<file path="config.mk">
export PLATFORM = sky130hd
export DESIGN_NAME = sgpg_chan
export DESIGN_NICKNAME = d
export VERILOG_FILES = /design/src/hw/rtl/sgpg_pkg.sv /design/src/hw/rtl/sgpg_chan.sv
export SDC_FILE = /design/constraint.sdc
export NUM_CORES = 2
export LEC_CHECK = 0
export BUFFER_PORTS_ARGS = -buffer_cell sky130_fd_sc_hd__buf_2
export CORE_MARGIN = 2
export CORE_UTILIZATION = 50
export CTS_BUF_LIST = sky130_fd_sc_hd__clkbuf_2 sky130_fd_sc_hd__clkbuf_4 sky130_fd_sc_hd__clkbuf_8
export CTS_CLUSTER_DIAMETER = 120
export DETAILED_ROUTE_END_ITERATION = 8
export PLACE_DENSITY = 0.68
export SLEW_MARGIN = 10
export SYNTH_ARGS = -nofsm -noshare
export SYNTH_HDL_FRONTEND = slang
export SYNTH_SLANG_ARGS = --single-unit
</file>
<file path="constraint.sdc">
create_clock -name clock -period 16.85 [get_ports clock]
set_input_delay 2.5275 -clock clock [delete_from_list [all_inputs] [get_ports clock]]
set_output_delay 2.5275 -clock clock [all_outputs]
set_load 0.02 [all_outputs]
</file>
<file path="src/hw/rtl/sgpg_pkg.sv">
package sgpg_pkg;

   localparam int IMAGE_WIDTH_DEF    = 256;
   localparam int IMAGE_HEIGHT_DEF   = 256;
   localparam int COS_TABLE_BITS_DEF = 10;

   localparam int PIXEL_W      = 8;
   localparam int FRAME_W      = 16;
   localparam int LEVEL_W      = 16;
   localparam int PHASE_W      = 16;
   localparam int WORD_W       = 48;
   localparam int STORE_ADDR_W = 2 * PIXEL_W;
   localparam int STORE_DEPTH  = 1 << STORE_ADDR_W;
   localparam int CSR_INDEX_W  = 3;
   localparam int CSR_DATA_W   = 48;
   localparam int COS_W        = 17;

   localparam longint unsigned HALF_PI_Q30 = 64'd1686629713;
   localparam longint unsigned SERIES_DIV [7] = '{64'd2, 64'd12, 64'd30, 64'd56,
                                                  64'd90, 64'd132, 64'd182};

   // register indexes
   localparam logic [CSR_INDEX_W-1:0] REG_GRATING_MODE   = 3'd0;
   localparam logic [CSR_INDEX_W-1:0] REG_FRAME_WINDOWS  = 3'd1;
   localparam logic [CSR_INDEX_W-1:0] REG_MEAN_LEVEL     = 3'd2;
   localparam logic [CSR_INDEX_W-1:0] REG_AMPLITUDE      = 3'd3;
   localparam logic [CSR_INDEX_W-1:0] REG_SPATIAL_STEPS  = 3'd4;
   localparam logic [CSR_INDEX_W-1:0] REG_TIME_PHASES    = 3'd5;
   localparam logic [CSR_INDEX_W-1:0] REG_COLOUR_GAINS   = 3'd6;
   localparam logic [CSR_INDEX_W-1:0] REG_CHANNEL_PHASES = 3'd7;

   // grating modes
   localparam logic [1:0] MODE_DRIFT   = 2'd0;
   localparam logic [1:0] MODE_COUNTER = 2'd1;
   localparam logic [1:0] MODE_STATIC  = 2'd2;

   // what a pixel transaction does
   localparam logic [1:0] KIND_BACKGROUND = 2'd0;
   localparam logic [1:0] KIND_GRATING    = 2'd1;
   localparam logic [1:0] KIND_REVERSED   = 2'd2;
   localparam logic [1:0] KIND_HOLD       = 2'd3;

   localparam logic [LEVEL_W-1:0] MEAN_LEVEL_RESET = 16'd256;

   typedef struct packed {
      logic [1:0]  grating_mode;
      logic [47:0] frame_windows;
      logic [15:0] mean_level;
      logic [15:0] amplitude;
      logic [31:0] spatial_steps;
      logic [47:0] time_phases;
      logic [47:0] colour_gains;
      logic [47:0] channel_phases;
   } cfg_type;

   typedef struct packed {
      logic [1:0]              kind;
      logic                    counter;
      logic [STORE_ADDR_W-1:0] addr;
   } item_ctrl_type;

   // quarter-wave cosine entry, Q1.15, evaluated at elaboration only
   function automatic logic [15:0] quarter_entry(input longint unsigned i,
                                                 input int unsigned bits);
      longint unsigned n;
      longint unsigned a;
      longint unsigned a2;
      longint unsigned term;
      longint          sum;
      logic [15:0]     res;
      n = 64'd1 << bits;
      res = '0;
      if (i < n) begin
         a = (HALF_PI_Q30 * i) >> bits;
         a2 = (a * a) >> 30;
         term = 64'd1 << 30;
         sum = longint'(term);
         for (int k = 1; k <= 7; k++) begin
            term = ((term * a2) >> 30) / SERIES_DIV[k-1];
            if ((k % 2) == 1) begin
               sum = sum - longint'(term);
            end else begin
               sum = sum + longint'(term);
            end
         end
         if (sum < 0) begin
            sum = 0;
         end
         res = 16'((sum + 64'sd16384) >>> 15);
      end
      return res;
   endfunction

endpackage

</file>
<file path="src/hw/rtl/sgpg_chan.sv">
module sgpg_chan import sgpg_pkg::*; (
   input  logic                    clock,
   input  logic                    load_5,
   input  logic                    load_6,
   input  logic                    load_7,
   input  item_ctrl_type           ctrl_4,
   input  logic signed [COS_W-1:0] cos_value,
   input  logic signed [COS_W-1:0] time_cos,
   input  logic [LEVEL_W-1:0]      gain,
   input  logic [LEVEL_W-1:0]      mean_level,
   input  logic [LEVEL_W-1:0]      amplitude,
   output logic [LEVEL_W-1:0]      value
);

   logic signed [2*COS_W-1:0] cp_prod;
   logic signed [2*COS_W-1:0] cp_round;
   logic signed [COS_W-1:0]   c_sel;
   logic signed [COS_W-1:0]   c_in;
   logic signed [49:0]        amp_prod_in;
   logic signed [50:0]        level_sum;
   logic signed [20:0]        level_q;
   logic [LEVEL_W-1:0]        value_in;

   logic [31:0]               ga_ff;
   logic [31:0]               gl_ff;
   logic signed [COS_W-1:0]   c_ff;
   logic signed [49:0]        amp_prod_ff;
   logic [LEVEL_W-1:0]        value_ff;

   // gain products follow the registers
   always_ff @(posedge clock) begin
      ga_ff <= gain * amplitude;
      gl_ff <= gain * mean_level;
   end

   always_comb begin
      cp_prod = cos_value * time_cos;
      cp_round = cp_prod + 34'sd16384;
      c_sel = ctrl_4.counter ? cp_round[COS_W+14:15] : cos_value;
      case (ctrl_4.kind)
         KIND_BACKGROUND: c_in = '0;
         KIND_REVERSED:   c_in = -c_sel;
         default:         c_in = c_sel;
      endcase
   end

   always_ff @(posedge clock) begin
      if (load_5) begin
         c_ff <= c_in;
      end
   end

   always_comb begin
      amp_prod_in = $signed({1'b0, ga_ff}) * c_ff;
   end

   always_ff @(posedge clock) begin
      if (load_6) begin
         amp_prod_ff <= amp_prod_in;
      end
   end

   // round half up to q8.8 and saturate
   always_comb begin
      level_sum = $signed({4'b0, gl_ff, 15'b0}) + $signed({amp_prod_ff[49], amp_prod_ff})
                + 51'sd536870912;
      level_q = level_sum[50:30];
      if (level_q > 21'sd32767) begin
         value_in = 16'h7fff;
      end else if (level_q < -21'sd32768) begin
         value_in = 16'h8000;
      end else begin
         value_in = level_q[15:0];
      end
   end

   always_ff @(posedge clock) begin
      if (load_7) begin
         value_ff <= value_in;
      end
   end

   assign value = value_ff;

endmodule

</file>
==> impl_metrics.yaml <==
placed_design:
  gp_congestion: 0.864
  port_buffers: 104
  dp_slack_ns: 6.88
  dp_hpwl_um: 91400
  placed_area_um2: 50200
  dp_cells: 6435
yosys:
  ys_async_sr_fraction_pct: 0
  synth_nets: 6953
  netlist_area_um2: 48600
  ys_ff_latch: 132
  synth_ff_type: "edfxtp_1"
  synth_cells: 5229
  yosysWarnings: 0
  ys_seq_area_share_pct: 6.83
  ys_types: 82
  synth_edf_count: 68
  syn_area_per_cell_um2: 9.30
layout:
  layout.nets: 6902
  layout.cells.non_filler: 6469
  drive_gt1_share_pct: 3.85
  synthToLayoutAreaGrowth_pct: 4.14
  design_area_um2: 50700
cts:
  post_cts_resized: 0
  htreeDepth: 4
  cts-root-buf: "clkbuf_8"
  numClockSinks: 132
  cts_buffers: 17
  clkTransAtPathRegs_ns: 0.10
  clock_path_buffers: 2
  clock_latency_ns: 0.54
  postCtsHoldBufs: 0
  cts_tree: "done"
  post_cts.repair.setup_buffers: 0
drt:
  vias_per_cell: 5.32
  ant_nets: 0
  vias: 34400
  dr_wl_met2_um: 58200
  drc: 0
  routed_wirelength_um: 118000
  dr.pass1.iters: 6
  drt_iter0_drc: 1905
  wl_met1_um: 48300
  wl_per_cell_um: 18.3
  wl_met3_um: 8550
  topRoutingLayerUsed: "met5"
worst_setup_path:
  crit_path_start: "cos_value[10]"
  cpMostUsedCell: "fa_1"
  critical_path_class: "in2reg"
  cp_slowest_cell: "nor3_1"
  crit_buf_inv: 4
  path_max_fanout: 18
  critical_path_arrival_ns: 9.71
  r2r_start: "ga_ff[9]$_DFF_P_"
  critical_path_required_ns: 17.14
  crit_path_end: "c_ff[15]$_DFFE_PP_"
  cp_top_family: "adder cells"
  end_kind: "register"
  cp_cell_sequence: "buf_2, nand2_1, fa_1, fa_1, fa_1, fa_1, inv_1, fa_1, inv_1, fa_1, inv_1, ha_1, and4_1, o211ai_1, o2111ai_4, nand3_2, a21oi_1, a21oi_1, xnor2_1, mux2_2, nor3_1, nand4_1, mux2_1, a22o_1"
  r2r-end: "amp_prod_ff[49]$_DFFE_PP_"
  r2r_slack_ns: 8.75
  cpPeakStageDelay_ns: 0.62
  cp.depth: 24
  setup.worst_path.start_class: "input pin"
  r2r_cells: 23
flow_run:
  drv_cap: 0
global_route:
  grt_pass1_wl_um: 196000
  gr-usage-all-layers_pct: 25.0
  grt_max_degree: 36
  grt.overflow.total: 0
  grt_pass1_vias: 37800
  grt_antenna_before_repair: 5
sta:
  hold_viol: 0
  post-route-period-util_pct: 55.9
  fmax_ghz: 0.106
  finalWorstPathRequiredPeriod_ns: 9.42
  timing.final.ws_setup_ns: 7.43
  finClkSkew_ns: 0.0269
  rsz0062_at_grt: "false"
  tightest_slew_ns: 1.02
  drv_slew: 0
  tns_ns: 0
  slew-limit-headroom_pct: 31.8
  setup_viol: 0
floorplan:
  dieHeight_um: 316
  num_rows: 114
  core-area_um2: 96600
  fp.dieArea_um2: 99800
  start_util_pct: 50.4
  io-pin-count: 121
  die_w_um: 316
run_status:
  status: "finished, final reports clean"
hold_path:
  hold_path_class: "reg2reg"
how the worst min path moves through the flow:
| stage | startpoint | endpoint | slack (ns) | cells past startpoint |
|---|---|---|---|---|
| finish | amp_prod_ff[49]$_DFFE_PP_ | value[15]$_SDFFCE_PN0P_ | 0.65 | 2 |
| global route | amp_prod_ff[49]$_DFFE_PP_ | value[15]$_SDFFCE_PN0P_ | 0.69 | 2 |
| CTS | amp_prod_ff[49]$_DFFE_PP_ | value[15]$_SDFFCE_PN0P_ | 0.68 | 2 |
| detailed placement | amp_prod_ff[49]$_DFFE_PP_ | value[15]$_SDFFCE_PN0P_ | 0.68 | 2 |
| global placement | amp_prod_ff[49]$_DFFE_PP_ | value[15]$_SDFFCE_PN0P_ | 0.68 | 2 |
| floorplan | amp_prod_ff[49]$_DFFE_PP_ | value[15]$_SDFFCE_PN0P_ | 0.55 | 2 |
synthesized netlist by cell type, types with 5 or more instances:
| master | number | share of area (%) |
|---|---|---|
| a211oi_1 | 7 | 0.11 |
| o31ai_1 | 7 | 0.11 |
| nand2_1 | 781 | 6.0 |
| nand3_1 | 28 | 0.29 |
| a31oi_1 | 15 | 0.19 |
| edfxtp_1 | 68 | 4.2 |
| clkbuf_1 | 206 | 1.6 |
| inv_1 | 1203 | 9.3 |
| xor2_1 | 41 | 0.74 |
| and4_1 | 5 | 0.090 |
| nor4_1 | 5 | 0.064 |
| o21a_1 | 13 | 0.20 |
| and3_1 | 21 | 0.27 |
| a21o_1 | 56 | 0.86 |
| fa_1 | 1118 | 46 |
| o211ai_1 | 11 | 0.17 |
| mux2_2 | 5 | 0.12 |
| ha_1 | 501 | 13 |
| o21bai_1 | 14 | 0.22 |
| dfxtp_1 | 64 | 2.6 |
| nor2_1 | 77 | 0.59 |
| a21oi_1 | 78 | 0.80 |
| mux2i_1 | 6 | 0.12 |
| xnor2_1 | 90 | 1.6 |
| o21ai_0 | 34 | 0.35 |
| nor2b_1 | 17 | 0.22 |
| a41o_1 | 5 | 0.10 |
| nor3_1 | 29 | 0.30 |
| and2_1 | 558 | 7.2 |
| a22o_1 | 11 | 0.20 |
| or2_2 | 9 | 0.12 |
| o21ai_1 | 14 | 0.14 |
| nand2b_1 | 42 | 0.54 |
| nand4_1 | 7 | 0.090 |
sequential cells by signal (all words and copies together) (netlist names):
signal,flops
amp_prod_ff,35
c_ff,17
ga_ff,32
gl_ff,32
value,16
per-stage QoR:
| stage | hold slack (ns) | util (%) |
|---|---|---|
| global route | 0.687 | 52.5 |
| global placement | 0.684 | 52.0 |
| floorplan | 0.546 | - |
| finish | 0.648 | 52.5 |
| detailed placement | 0.681 | 52.0 |
| CTS | 0.679 | 52.5 |
layout by cell type, fill, tap and decap left out, types with 15 or more instances in the layout:
cell and instances:
xor2_1 41, edfxtp_1 68, nand2b_1 42, a21o_1 56
a21oi_1 78, nor2b_1 17, and2_1 558, inv_1 1203
buf_4 37, and3_1 21, nor2_1 77, nand3_1 28
buf_2 104, xnor2_1 90, ha_1 501, clkbuf_8 17
dfxtp_1 64, nor3_1 29, o21ai_0 34, fa_1 1118
nand2_1 781, a31oi_1 15
metal layers:
metal	up-vias	track usage (%)
met5	-	0
met4	2	7.56
met3	193	4.32
met2	1183	42.7
met1	17600	32.8
li1	15400	-
worst register-to-register path: cells and delay by family, from the launching register on:
| family | cells | cell delay [ns] |
|---|---|---|
| simple gates | 2 | 0.26 |
| buf+inv | 3 | 0.17 |
| flops | 1 | 0.84 |
| fa+ha+maj | 7 | 3.40 |
| xor+xnor | 1 | 0.08 |
| compound gates | 10 | 3.11 |
cells by family (layout without fill, tap and decap cells):
group / count (synthesis) / in the layout / synth area share, %
adders and majority gates: 1619 / 1619 / 58.9
and+or+nand+nor: 1597 / 1597 / 16.1
buffers and inverters: 1416 / 1378 / 10.9
AOI/OAI and AO/OA: 319 / 319 / 4.57
DFF: 132 / 132 / 6.83
xor gates and xnor gates: 131 / 131 / 2.36
muxes: 15 / 15 / 0.332
other: 0 / 2 / 0
layout make-up:
| cell class | count | area [um2] |
|---|---|---|
| tap | 1276 | 1600 |
| clock buffer | 17 | 234 |
| timing repair buffer | 141 | 798 |
| fill | 8888 | 45900 |
| inverter | 1205 | 4520 |
| antenna | 2 | 5.00 |
| multi-input combinational | 3681 | 40000 |
| clock inverter | 15 | 175 |
| sequential | 132 | 3320 |
Power is left out: the tool's default activity adds up to more than one toggle a clock period on the data nets, which glitch-free logic cannot reach.
