File: src/hw/rtl/sgpg_pkg.sv
package sgpg_pkg;

   localparam int IMAGE_WIDTH_DEF    = 256;
   localparam int IMAGE_HEIGHT_DEF   = 256;
   localparam int COS_TABLE_BITS_DEF = 10;

   localparam int PIXEL_W      = 8;
   localparam int FRAME_W      = 16;
   localparam int LEVEL_W      = 16;
   localparam int PHASE_W      = 16;
   localparam int WORD_W       = 48;
   localparam int STORE_ADDR_W = 2 * PIXEL_W;
   localparam int STORE_DEPTH  = 1 << STORE_ADDR_W;
   localparam int CSR_INDEX_W  = 3;
   localparam int CSR_DATA_W   = 48;
   localparam int COS_W        = 17;

   localparam longint unsigned HALF_PI_Q30 = 64'd1686629713;
   localparam longint unsigned SERIES_DIV [7] = '{64'd2, 64'd12, 64'd30, 64'd56,
                                                  64'd90, 64'd132, 64'd182};

   // register indexes
   localparam logic [CSR_INDEX_W-1:0] REG_GRATING_MODE   = 3'd0;
   localparam logic [CSR_INDEX_W-1:0] REG_FRAME_WINDOWS  = 3'd1;
   localparam logic [CSR_INDEX_W-1:0] REG_MEAN_LEVEL     = 3'd2;
   localparam logic [CSR_INDEX_W-1:0] REG_AMPLITUDE      = 3'd3;
   localparam logic [CSR_INDEX_W-1:0] REG_SPATIAL_STEPS  = 3'd4;
   localparam logic [CSR_INDEX_W-1:0] REG_TIME_PHASES    = 3'd5;
   localparam logic [CSR_INDEX_W-1:0] REG_COLOUR_GAINS   = 3'd6;
   localparam logic [CSR_INDEX_W-1:0] REG_CHANNEL_PHASES = 3'd7;

   // grating modes
   localparam logic [1:0] MODE_DRIFT   = 2'd0;
   localparam logic [1:0] MODE_COUNTER = 2'd1;
   localparam logic [1:0] MODE_STATIC  = 2'd2;

   // what a pixel transaction does
   localparam logic [1:0] KIND_BACKGROUND = 2'd0;
   localparam logic [1:0] KIND_GRATING    = 2'd1;
   localparam logic [1:0] KIND_REVERSED   = 2'd2;
   localparam logic [1:0] KIND_HOLD       = 2'd3;

   localparam logic [LEVEL_W-1:0] MEAN_LEVEL_RESET = 16'd256;

   typedef struct packed {
      logic [1:0]  grating_mode;
      logic [47:0] frame_windows;
      logic [15:0] mean_level;
      logic [15:0] amplitude;
      logic [31:0] spatial_steps;
      logic [47:0] time_phases;
      logic [47:0] colour_gains;
      logic [47:0] channel_phases;
   } cfg_type;

   typedef struct packed {
      logic [1:0]              kind;
      logic                    counter;
      logic [STORE_ADDR_W-1:0] addr;
   } item_ctrl_type;

   // quarter-wave cosine entry, Q1.15, evaluated at elaboration only
   function automatic logic [15:0] quarter_entry(input longint unsigned i,
                                                 input int unsigned bits);
      longint unsigned n;
      longint unsigned a;
      longint unsigned a2;
      longint unsigned term;
      longint          sum;
      logic [15:0]     res;
      n = 64'd1 << bits;
      res = '0;
      if (i < n) begin
         a = (HALF_PI_Q30 * i) >> bits;
         a2 = (a * a) >> 30;
         term = 64'd1 << 30;
         sum = longint'(term);
         for (int k = 1; k <= 7; k++) begin
            term = ((term * a2) >> 30) / SERIES_DIV[k-1];
            if ((k % 2) == 1) begin
               sum = sum - longint'(term);
            end else begin
               sum = sum + longint'(term);
            end
         end
         if (sum < 0) begin
            sum = 0;
         end
         res = 16'((sum + 64'sd16384) >>> 15);
      end
      return res;
   endfunction

endpackage

File: src/hw/rtl/sgpg_phase.sv
module sgpg_phase import sgpg_pkg::*; #(
   parameter int IMAGE_WIDTH  = IMAGE_WIDTH_DEF,
   parameter int IMAGE_HEIGHT = IMAGE_HEIGHT_DEF
) (
   input  logic                      clock,
   input  logic                      load_1,
   input  logic                      load_2,
   input  cfg_type                   cfg,
   input  logic [FRAME_W-1:0]        frame_index,
   input  logic [PIXEL_W-1:0]        pixel_x,
   input  logic [PIXEL_W-1:0]        pixel_y,
   output item_ctrl_type             ctrl_1,
   output logic [2:0][PHASE_W-1:0]   chan_phase,
   output logic [PHASE_W-1:0]        time_phase
);

   localparam int HALF_X   = IMAGE_HEIGHT / 2;
   localparam int HALF_Y   = IMAGE_WIDTH / 2;
   localparam int HALF_MAX = (HALF_X > HALF_Y) ? HALF_X : HALF_Y;
   localparam int HALF_W   = $clog2(HALF_MAX + 1);
   localparam int DELTA_W  = ((HALF_W > PIXEL_W) ? HALF_W : PIXEL_W) + 1;

   logic signed [DELTA_W-1:0]    dx;
   logic signed [DELTA_W-1:0]    dy;
   logic signed [DELTA_W+15:0]   prod_x;
   logic signed [DELTA_W+15:0]   prod_y;
   logic [31:0]                  drift_full;
   logic [15:0]                  bg_len;
   logic [16:0]                  end1;
   logic [17:0]                  end2;
   item_ctrl_type                ctrl_in;
   logic                         drift_sub_in;
   logic [PHASE_W-1:0]           spatial;
   logic [2:0][PHASE_W-1:0]      chan_phase_in;
   logic [PHASE_W-1:0]           time_phase_in;

   item_ctrl_type                ctrl_ff;
   logic                         drift_sub_ff;
   logic [PHASE_W-1:0]           dxcx_ff;
   logic [PHASE_W-1:0]           dycy_ff;
   logic [PHASE_W-1:0]           drift_ff;
   logic [2:0][PHASE_W-1:0]      chan_phase_ff;
   logic [PHASE_W-1:0]           time_phase_ff;

   // window decode and the three products
   always_comb begin
      dx = $signed(DELTA_W'(pixel_x)) - $signed(DELTA_W'(HALF_X));
      dy = $signed(DELTA_W'(pixel_y)) - $signed(DELTA_W'(HALF_Y));
      prod_x = dx * $signed(cfg.spatial_steps[15:0]);
      prod_y = dy * $signed(cfg.spatial_steps[31:16]);
      drift_full = cfg.time_phases[15:0] * frame_index;

      bg_len = cfg.frame_windows[15:0];
      end1 = 17'(bg_len) + 17'(cfg.frame_windows[31:16]);
      end2 = 18'(end1);
      if (cfg.grating_mode == MODE_STATIC) begin
         end2 = 18'(end1) + 18'(cfg.frame_windows[47:32]);
      end

      ctrl_in.addr = {pixel_y, pixel_x};
      if (frame_index < bg_len) begin
         ctrl_in.kind = KIND_BACKGROUND;
      end else if (17'(frame_index) < end1) begin
         ctrl_in.kind = KIND_GRATING;
      end else if (18'(frame_index) < end2) begin
         ctrl_in.kind = KIND_REVERSED;
      end else begin
         ctrl_in.kind = KIND_HOLD;
      end
      ctrl_in.counter = (ctrl_in.kind == KIND_GRATING) &&
                        (cfg.grating_mode == MODE_COUNTER);
      drift_sub_in = (ctrl_in.kind == KIND_GRATING) &&
                     (cfg.grating_mode == MODE_DRIFT);
   end

   always_ff @(posedge clock) begin
      if (load_1) begin
         ctrl_ff      <= ctrl_in;
         drift_sub_ff <= drift_sub_in;
         dxcx_ff      <= prod_x[PHASE_W-1:0];
         dycy_ff      <= prod_y[PHASE_W-1:0];
         drift_ff     <= drift_full[PHASE_W-1:0];
      end
   end

   // phase sums, all mod one turn
   always_comb begin
      spatial = 16'(dxcx_ff + dycy_ff + cfg.time_phases[31:16]);
      if (drift_sub_ff) begin
         spatial = 16'(spatial - drift_ff);
      end
      for (int c = 0; c < 3; c++) begin
         chan_phase_in[c] = 16'(spatial + cfg.channel_phases[16*c +: 16]);
      end
      time_phase_in = 16'(drift_ff + cfg.time_phases[47:32]);
   end

   always_ff @(posedge clock) begin
      if (load_2) begin
         chan_phase_ff <= chan_phase_in;
         time_phase_ff <= time_phase_in;
      end
   end

   assign ctrl_1     = ctrl_ff;
   assign chan_phase = chan_phase_ff;
   assign time_phase = time_phase_ff;

endmodule

File: config.mk
export PLATFORM = sky130hd
export DESIGN_NAME = sgpg_phase
export DESIGN_NICKNAME = d
export VERILOG_FILES = /design/src/hw/rtl/sgpg_pkg.sv /design/src/hw/rtl/sgpg_phase.sv
export SDC_FILE = /design/constraint.sdc
export NUM_CORES = 1
export LEC_CHECK = 0
export BUFFER_PORTS_ARGS = -buffer_cell sky130_fd_sc_hd__buf_2
export CAP_MARGIN = 15
export CORE_MARGIN = 2
export CORE_UTILIZATION = 63
export CTS_CLUSTER_DIAMETER = 200
export CTS_CLUSTER_SIZE = 20
export DETAILED_ROUTE_END_ITERATION = 7
export HOLD_SLACK_MARGIN = 0.08
export PLACE_DENSITY = 0.95
export SLEW_MARGIN = 20
export SYNTH_ARGS = -nofsm -noshare
export SYNTH_HDL_FRONTEND = slang
export SYNTH_SLANG_ARGS = --single-unit
File: constraint.sdc
create_clock -name clock -period 10.2 [get_ports clock]
set_clock_uncertainty 0.1 [all_clocks]
set_input_delay 1.02 -clock clock [delete_from_list [all_inputs] [get_ports clock]]
set_output_delay 1.02 -clock clock [all_outputs]
set_load 0.01 [all_outputs]
==> impl_metrics.tcl <==
set metrics [dict create \
    status "completed" \
    cp_max_fo 6 \
    synth_area_mm2 0.0207 \
    numCtsBuffers 17 \
    synth-adder-area-share_pct 40.1 \
    min_period_ns 6.31 \
    ys_warn_count 0 \
    clock_sinks 132 \
    clockBufferDepth 2 \
    die-area_mm2 0.0344 \
    syn_inst 2164 \
    reg2reg_depth 20 \
    final_core_util_pct 71.6 \
    gr-total-overflow 0 \
    io-pin-count 376 \
    vias 16954 \
    hold_viol 0 \
    antenna_found_initial 5 \
    use_met1_pct 36.8 \
    synth_edf_count 132 \
    num_rows 66 \
    setup-tns-final_ns 0 \
    syn-num-nets 2979 \
    via_per_inst 5.86 \
    multiInputGateArea_mm2 0.0153 \
    final_antenna_net_count 0 \
    cpMostUsedCell "ha_1" \
    hold_end "time_phase[0]" \
    avgRoutedWirePerCell_um 18.5 \
    start_util_pct 63.9 \
    path_clk_slew_ns 0.08 \
    rrSetupSlack_ns 4.23 \
    groute.layer.met2.usage_pct 56.2 \
    max_freq_mhz 158 \
    tightest_slew_ns 0.955 \
    postSynth.asyncResetShare_pct 0 \
    critPathRequiredTime_ns 10.28 \
    worstReg2RegEnd "chan_phase[46]" \
    finalSetupViolCount 0 \
    ctsHoldBuffers 0 \
    preCtsSetupSlack_ns 3.47 \
    slew_violations 0 \
    fill_cells 2240 \
    synth_top_family_by_area "adder cells" \
    nets 3249 \
    dieHeight_um 185 \
    drv_cap 0 \
    port_buffers 295 \
    grt_pass1_vias 18032 \
    area_growth_pct 12.0 \
    critPathKind "in2reg" \
    endpoint_kind "register" \
    synth_area_leaders "fa_1 (23%), edfxtp_1 (19%), ha_1 (17%), inv_1 (6.2%), xnor2_1 (6.2%)" \
    yosysTopAreaCell "fa_1" \
    post-route-period-util_pct 61.9 \
    place_hpwl_um 43900 \
    grt_max_degree 69 \
    slowest_stage "fa_1" \
    grt_use_met3_pct 5.96 \
    setup_ws_ns 3.89 \
    core_mm2 0.0325 \
    insertion_delay_ns 0.45 \
    worstReg2RegStart "dxcx_ff[2]" \
    hold-path-cell-count 1 \
    most-common-layout-cells "inv_1 (342), buf_2 (295), ha_1 (283)" \
    cts_resized 0 \
    cpPeakStageDelay_ns 0.59 \
    cts_tree "yes" \
    cts_root_buf "clkbuf_16" \
    cp-start-kind "primary input" \
    yosys_register_bits 132 \
    grt_first_pass_wirelength_um 86300 \
    path_cells "buf_2, fa_1, ha_1, a21o_1, a21oi_1, o21bai_1, or3_1, a31oi_1, xnor2_1, ha_1, a21oi_1, nor2b_1, a41o_1, o41ai_1, o21ai_1, xor2_1, mux2_2, ha_1, nor4b_1, a2111o_1, a311o_1" \
    ys.flop_type "edfxtp_1" \
    ys_types 71 \
    post_cts_buffers 0 \
    grt_usage_pct 32.1 \
    synthMuxAreaShare_pct 0.784 \
    syn_area_per_cell_um2 9.58 \
    top_usage_layer "met2" \
    yosysSeqAreaShare_pct 19.1 \
    rsz0062_at_grt "no" \
    drive_above_1_share_pct 15.4 \
    hp-class "reg2reg" \
    drt_wl_total_um 53700 \
    htree_levels 4 \
    arrival_ns 6.40 \
    synth_xor_area_share_pct 8.34 \
    regArea_mm2 0.00396 \
    drt_iter0_drc 1044 \
    synth_compound_area_share_pct 9.99 \
    place_congestion 0.900 \
    worstHoldStart "drift_ff[0]" \
    firstDrtPassIters 6 \
    slew_headroom_pct 36.3 \
    synthSimpleGateAreaFrac_pct 14.6 \
    synth_top_area_share_pct 23.1 \
    drc 0 \
    mostFrequentLayoutCell "inv_1" \
    die_x_um 185 \
]
==> synthesized netlist by cell type, types with 30 or more instances <==
| library cell | n |
|---|---|
| a21o_1 | 34 |
| a21oi_1 | 124 |
| and2_1 | 137 |
| clkbuf_1 | 46 |
| edfxtp_1 | 132 |
| fa_1 | 239 |
| ha_1 | 283 |
| inv_1 | 342 |
| nand2_1 | 216 |
| nand2b_1 | 31 |
| nor2_1 | 66 |
| nor2b_1 | 32 |
| nor3_1 | 30 |
| o21ai_0 | 35 |
| xnor2_1 | 146 |
| xor2_1 | 44 |
==> metal layers <==
layer | routed length (um) | part of all wire, % | up-vias
met4 | 3250 | 6.1 | 4
met5 | 27 | 0.050 | -
met3 | 4540 | 8.5 | 219
met1 | 19400 | 36 | 8166
li1 | - | - | 7684
met2 | 26400 | 49 | 881
==> worst max path at each step <==
stage	from	endpoint	slack [ns]	cells after the start
finish	cfg[114]	chan_phase[46]	3.89	21
global route	cfg[114]	chan_phase[46]	3.65	21
CTS	cfg[114]	chan_phase[46]	3.92	21
detailed placement	cfg[113]	chan_phase[46]	3.47	21
global placement	cfg[114]	chan_phase[31]	3.72	23
floorplan	cfg[114]	chan_phase[46]	4.15	20
==> logic make-up after synthesis <==
| logic type | Yosys count |
|---|---|
| and+or+nand+nor | 599 |
| DFF | 132 |
| adders and majority gates | 522 |
| muxes | 15 |
| buffers and inverters | 388 |
| AOI/OAI and AO/OA | 315 |
| xor gates and xnor gates | 193 |
==> sequential cells by signal, summed over array words and instances, names as in the netlist <==
signal,cells
chan_phase,48
ctrl_1,19
drift_ff,16
drift_sub_ff,1
dxcx_ff,16
dycy_ff,16
time_phase,16
==> worst max-delay path, delay by kind of cell <==
| family | cells | cell delay, ns |
|---|---|---|
| fa+ha+maj | 4 | 1.54 |
| simple gates | 3 | 0.59 |
| mux | 1 | 0.32 |
| xor+xnor | 2 | 0.35 |
| buf+inv | 1 | 0.13 |
| compound gates | 10 | 2.43 |
==> per-stage QoR <==
| stage | cell area (um2) | std cells | hold slack (ns) |
|---|---|---|---|
| after global placement | 22600 | 2857 | 0.538 |
| after floorplan | 20700 | 2164 | 0.444 |
| final | 23200 | 2894 | 0.580 |
| after global routing | 23200 | 2890 | 0.584 |
| after detailed placement | 22600 | 2857 | 0.569 |
| after CTS | 23200 | 2889 | 0.576 |
==> area by class of cell <==
type	instances	share of cell area (%)
Multi-Input combinational cell	1644	65.9
Inverter	342	5.53
Clock inverter	15	0.797
Timing Repair Buffer	297	6.42
Sequential cell	132	17.1
Tap cell	442	2.38
Clock buffer	17	1.83
Antenna cell	5	0.0539
Power is left out: the tool's default activity adds up to more than one toggle a clock period on the data nets, which glitch-free logic cannot reach.
